<file path="config.mk">
export PLATFORM = sky130hd
export DESIGN_NAME = tli_ctrl
export DESIGN_NICKNAME = d
export VERILOG_FILES = /design/src/rtl/core/tli_pkg.sv /design/src/rtl/core/tli_ctrl.sv
export SDC_FILE = /design/constraint.sdc
export NUM_CORES = 1
export LEC_CHECK = 0
export BUFFER_PORTS_ARGS = -buffer_cell sky130_fd_sc_hd__buf_2
export CORE_AREA = 3 3 40 42
export CTS_BUF_LIST = sky130_fd_sc_hd__clkbuf_4 sky130_fd_sc_hd__clkbuf_8
export CTS_CLUSTER_SIZE = 14
export DETAILED_ROUTE_END_ITERATION = 8
export DIE_AREA = 0 0 43 45
export SLEW_MARGIN = 30
export SYNTH_ARGS = -nofsm -noshare
export SYNTH_HDL_FRONTEND = slang
export SYNTH_SLANG_ARGS = --single-unit
export TNS_END_PERCENT = 30
</file>
<file path="constraint.sdc">
create_clock -name clk -period 1.8 [get_ports clk]
set_input_delay 0.36 -clock clk [delete_from_list [all_inputs] [get_ports clk]]
set_output_delay 0.36 -clock clk [all_outputs]
set_load 0.02 [all_outputs]
</file>
<file path="src/rtl/core/tli_pkg.sv">
// Shared constants and types for the table linear interpolator.
`timescale 1ns / 1ps
package tli_pkg;
  localparam int DEFAULT_DEPTH = 256;
  localparam logic [1:0] KIND_INTERIOR = 2'd0;
  localparam logic [1:0] KIND_FIRST    = 2'd1;
  localparam logic [1:0] KIND_LAST     = 2'd2;

  // Datapath commands from the controller.
  typedef struct packed {
    logic load_query;   // capture query_x and point count
    logic rd_first;     // read entry 0
    logic rd_last;      // read entry n-1
    logic chk_last;     // clamp is to the last entry
    logic init_search;
    logic rd_mid;
    logic step_search;
    logic rd_lo;
    logic cap_lo;
    logic cap_hi;
    logic div_start;
    logic div_step;
    logic mul_lo;
    logic mul_hi;
    logic finish;
    logic emit_clamp;
  } tli_cmd_t;

  // Status back to the controller.
  typedef struct packed {
    logic q_le_first;
    logic q_ge_last;
    logic search_done;
    logic div_done;
  } tli_stat_t;
endpackage

</file>
<file path="src/rtl/core/tli_ctrl.sv">
// Controller state machine for queries.
`timescale 1ns / 1ps
module tli_ctrl import tli_pkg::*; (
  input  logic      clk,
  input  logic      rst,
  input  logic      go,
  input  tli_stat_t stat,
  output tli_cmd_t  cmd,
  output logic      busy,
  output logic      done
);
  localparam logic [3:0] S_IDLE = 4'd0, S_F = 4'd1, S_L = 4'd2, S_CL = 4'd3,
    S_SR = 4'd4, S_SC = 4'd5, S_LO = 4'd6, S_HI = 4'd7, S_HC = 4'd8,
    S_DIV = 4'd9, S_M1 = 4'd10, S_M2 = 4'd11, S_FIN = 4'd12, S_OUT = 4'd13;
  logic [3:0] state, state_next;

  always_ff @(posedge clk) begin
    if (rst) state <= S_IDLE;
    else state <= state_next;
  end

  assign busy = state != S_IDLE;
  assign done = state == S_OUT;

  always_comb begin
    cmd = '0;
    state_next = state;
    unique case (state)
      S_IDLE: if (go) begin
        cmd.load_query = 1'b1;
        cmd.rd_first = 1'b1;
        state_next = S_F;
      end
      S_F: begin
        if (stat.q_le_first) begin
          cmd.emit_clamp = 1'b1;
          state_next = S_OUT;
        end else begin
          cmd.rd_last = 1'b1;
          state_next = S_L;
        end
      end
      S_L: begin
        if (stat.q_ge_last) begin
          cmd.chk_last = 1'b1;
          cmd.emit_clamp = 1'b1;
          state_next = S_OUT;
        end else begin
          cmd.init_search = 1'b1;
          state_next = S_CL;
        end
      end
      S_CL: begin
        if (stat.search_done) begin
          cmd.rd_lo = 1'b1;
          state_next = S_LO;
        end else begin
          cmd.rd_mid = 1'b1;
          state_next = S_SR;
        end
      end
      S_SR: begin
        cmd.step_search = 1'b1;
        state_next = S_CL;
      end
      S_LO: begin
        cmd.cap_lo = 1'b1;
        state_next = S_HI;
      end
      S_HI: state_next = S_HC;
      S_HC: begin
        cmd.cap_hi = 1'b1;
        cmd.div_start = 1'b1;
        state_next = S_DIV;
      end
      S_DIV: begin
        if (stat.div_done) state_next = S_M1;
        else cmd.div_step = 1'b1;
      end
      S_M1: begin
        cmd.mul_lo = 1'b1;
        state_next = S_M2;
      end
      S_M2: begin
        cmd.mul_hi = 1'b1;
        state_next = S_FIN;
      end
      S_FIN: begin
        cmd.finish = 1'b1;
        state_next = S_OUT;
      end
      S_OUT: state_next = S_IDLE;
      default: state_next = S_IDLE;
    endcase
  end
endmodule

</file>
Yosys cells after proc, flatten, opt, wreduce, memory -nomap -nowiden
Cells that the tools add are included.
W data, S select, Z words.
{"block": "word_totals", "elab_cells": 45, "ff_bits": 4, "rom_bits": 0, "latchBits": 0, "mem_count": 0, "output_inout_bits": 18, "ramBits": 0, "in_bits": 7}
{"block": "op_classes", "n_lt_le_gt_ge": 0, "div_mod_pow": 0, "n_reduce_logical": 3, "shifts": 0, "bitwise": 0, "mul": 0, "eq_ne": 14, "mux": 27, "add_sub_neg": 0}
{"cell": "$pmux W4 S12", "count": 1}
{"cell": "$eq A4 B4 Y1 const B", "count": 6}
{"cell": "$mux W1", "count": 16}
{"cell": "$mux W4", "count": 4}
{"cell": "$eq A4 B3 Y1 const B", "count": 3}
{"cell": "$mux W2", "count": 5}
{"cell": "$eq A4 B2 Y1 const B", "count": 2}
{"cell": "$eq A4 B1 Y1 const B", "count": 1}
{"cell": "$logic_not A4 Y1", "count": 1}
{"cell": "$ne A2 B2 Y1 const B", "count": 2}
{"cell": "$reduce_bool A4 Y1", "count": 1}
{"cell": "$pmux W1 S2", "count": 1}
{"cell": "$reduce_and A2 Y1", "count": 1}

Logic depth before layout (Yosys ltp)
{"block": "logic_depth", "depth_word": 3, "mapped_depth": 5}

Worst setup path before layout
OpenSTA, ideal clock, no wires.
{"block": "synth_timing", "path_kind": "register to output", "from": "reg state[3]", "to": "out cmd[15] in the netlist's numbering", "path_buffers": 2, "t_arrival_ps": 1488, "slack_ps": -48, "path_stages_with_launch": 6, "path_cell_list": "dfxtp_1 > buf_2 > nor4_1 > inv_1 > nor2_1 > buf_4"}
{"item": "start: declaration", "line": "tli_ctrl.sv:15", "text": "logic [3:0] state, state_next;"}
{"item": "start signal: assignment", "line": "tli_ctrl.sv:19", "text": "else state <= state_next;"}
{"item": "end: declaration", "line": "tli_ctrl.sv:8", "text": "output tli_cmd_t cmd,"}

==> metrics.md <==
| Metric | Value |
|---|---|
| First-pass GRT wire length | `2250 um` |
| P_sw | `about 370 uW` |
| Via-to-Cell Ratio | `5.55` |
| Final setup TNS | `0 ps` |
| Proportion of power drawn by the clock network | `~14%` |
| Synth warn | `0` |
| Drt first-iter violations | `7` |
| Crit Path Class | `reg2out` |
| Sequential area share after synthesis | `~17%` |
| Top reg by flops | `state` |
| # rows | `13` |
| Chip width | `between 40 and 50 um` |
| Max clock buf depth | `2` |
| Slew headroom | `between 80% and 90%` |
| Hold buffer count at CTS | `0` |
| Post-synth EDFFs | `0` |
| FF+latch count, synth | `4` |
| Most common cell after layout, fill and taps aside | `buf_2` |
| Die Area | `between 1500 and 2000 um2` |
| Share of cells above drive strength 1 | `50.0%` |
| PnR worst setup slack | `94.2 ps` |
| Library cells used by synthesis | `29` |
| Final ANT Viol Nets | `0` |
| PwrDens | `about 1200 nW/um2` |
| Startpoint Class | `flop` |
| Core ar. | `between 1000 and 1500 um2` |
| H-tree levels | `1` |
| Largest register FFs | `4` |
| Port Buf Inserts | `24` |
| Critical Path End Type | `output pin` |
| Vias in the first global route | `approximately 500` |
| CTS Buf Count | `3` |
| Clk_skew | `3.27 ps` |
| Leak pwr | `around 0.35 nW` |
| Die Height | `45 um` |
| Maximum VDD drop | `about 0.55 mV` |
| Reg clk slew, reported paths | `around 30 ps` |
| Final core utilization | `about half` |
| Worst path max stage delay | `~490 ps` |
| Area delta synth->final | `39.1%` |
| Crit-path max FO | `16` |
| Crit share post-route | `between 90% and 100%` |
| Cells along the critical path | `and3b_1 > o21ai_1 > inv_1 > buf_2` |
| Global Route Usage Sum | `between 10% and 20%` |
| Syn Std Cell Area | `between 400 and 500 um2` |
| First-pass detailed-route iteration total | `4` |
| Post-CTS Setup Inserts | `0` |
| Initial antenna violation count | `0` |
| Fin Hold WS | `around 320 ps` |
| I/O pin count | `25` |
| Seq pwr share | `about a quarter` |
| Starting Density | `between 30% and 40%` |
| Hold Fails Final Rpt | `0` |
| RSZ-0062 raised after global routing | `false` |
| Routability cong. | `between 0.7 and 0.8` |
| CP Buf/Inv Count | `2` |
| Pre-CTS setup slack | `about 180 ps` |
| Primary FF master, synth | `dfxtp_1` |
| Via Count | `~570` |
| Fmax achieved | `approximately 600 MHz` |
| DP HPWL | `roughly 1000 um` |
| Most frequent cells in the layout | `buf_2, nor2_1, buf_4, a21oi_1` |
| # diodes | `0` |
| CP required | `between 1000 and 1500 ps` |
| Worst skew pair latency | `240 ps` |
| Final-report setup violation count | `0` |
| Post-Route WL | `1350 um` |
| Largest net degree at the start of global routing | `17` |
| Grt ovf | `0` |
| Final slew viol count | `0` |
| DRC violations left | `0` |
| Root Driver | `clkbuf_4` |
| Final net count | `97` |
| Hold crit path type | `in2reg` |
| Internal cell power | `roughly 410 uW` |
| Arr. time, crit path | `about 1400 ps` |
| Syn nets | `70` |
| Outcome | `completed` |
| Sw Ratio | `between 40% and 50%` |
| CP top delay family | `flip-flops` |
| # Max-Cap Violations | `0` |
| Gate Count Post-Synth | `63` |
| Syn Area/Cell | `approximately 7.4 um2` |
| CTS sink cnt | `4` |
| Combinational share of power | `a little over 60%` |
| CTS tree | `done` |
| Critical-path top delay cell | `dfxtp_2` |
| Routed wire length per instance | `13.1 um` |
| Worst slew pin tran | `between 200 and 300 ps` |
| Regs by FF count | `state: 4 flops` |
| Ys async rst share | `0%` |
| # fillers | `142` |
| Tmin final | `approximately 1700 ps` |
area by class of cell:
| class | count | area, um2 | share of cell area [%] |
|---|---|---|---|
| Timing Repair Buffer | 31 | 173 | 26.7 |
| Multi-Input combinational cell | 47 | 337 | 52.1 |
| Tap cell | 15 | 18.8 | 2.91 |
| Clock buffer | 3 | 22.5 | 3.49 |
| Inverter | 3 | 11.3 | 1.74 |
| Sequential cell | 4 | 83.8 | 13.0 |
kinds of logic after synthesis:
| family | after synthesis | synth area share, % |
|---|---|---|
| buffers and inverters | 12 | 14.6 |
| multiplexers | 1 | 3.23 |
| flip-flops | 4 | 17.3 |
| AO/OA/AOI/OAI | 14 | 22.9 |
| AND/OR/NAND/NOR | 31 | 40.2 |
| XOR/XNOR | 1 | 1.89 |
stage by stage:
stage	power [mW]	area [um2]	cells
final	0.782	646	103
after global routing	0.848	646	103
after CTS	0.769	627	103
after detailed placement	0.652	602	100
after global placement	0.652	602	100
after floorplan	0.529	467	63
cell usage after synthesis (2+ instances only):
| cell | n | area share [%] |
|---|---|---|
| buf_4 | 2 | 3.2 |
| nor4_1 | 4 | 5.4 |
| nor3_1 | 4 | 4.3 |
| nand2_1 | 2 | 1.6 |
| buf_2 | 6 | 6.5 |
| inv_1 | 3 | 2.4 |
| a21o_1 | 2 | 3.2 |
| and3b_1 | 3 | 5.7 |
| nand2b_1 | 3 | 4.0 |
| a21oi_1 | 4 | 4.3 |
| nor2_1 | 8 | 6.5 |
| dfxtp_1 | 4 | 17 |
| nor2b_1 | 2 | 2.7 |
worst paths after layout:
check        slack (ps)  depth (start not counted)  startpoint  endpoint
min                 320                          2         rst  state[1]
min reg2reg         610                          2    state[1]  state[1]
max                  90                          4    state[0]    cmd[0]
max reg2reg         430                          3    state[1]  state[0]
metal layers:
| metal | wire length (um) | track usage [%] | up-vias | part of all wire, % |
|---|---|---|---|---|
| li1 | - | - | 281 | - |
| met1 | 593 | 18.5 | 275 | 44 |
| met2 | 671 | 24.9 | 14 | 50 |
| met3 | 68 | 6.37 | 2 | 5.1 |
| met4 | 12 | 5.42 | 0 | 0.89 |
| met5 | 0 | 0 | - | 0 |
power by group through the flow:
stage | Sequential [mW] | Combinational [mW] | Clock [mW]
2_1_floorplan | 0.123 | 0.406 | 0
3_3_place_gp | 0.179 | 0.473 | 0
3_5_place_dp | 0.180 | 0.471 | 0
4_1_cts | 0.182 | 0.472 | 0.115
5_1_grt | 0.196 | 0.526 | 0.126
6_report | 0.189 | 0.483 | 0.110
timing repair:
item	in CTS	in global routing
cloned	0	0
endpoints found under the setup margin	5	5
resized for setup	2	4
pin swaps	0	0
Power figures use the tool's default switching activity.
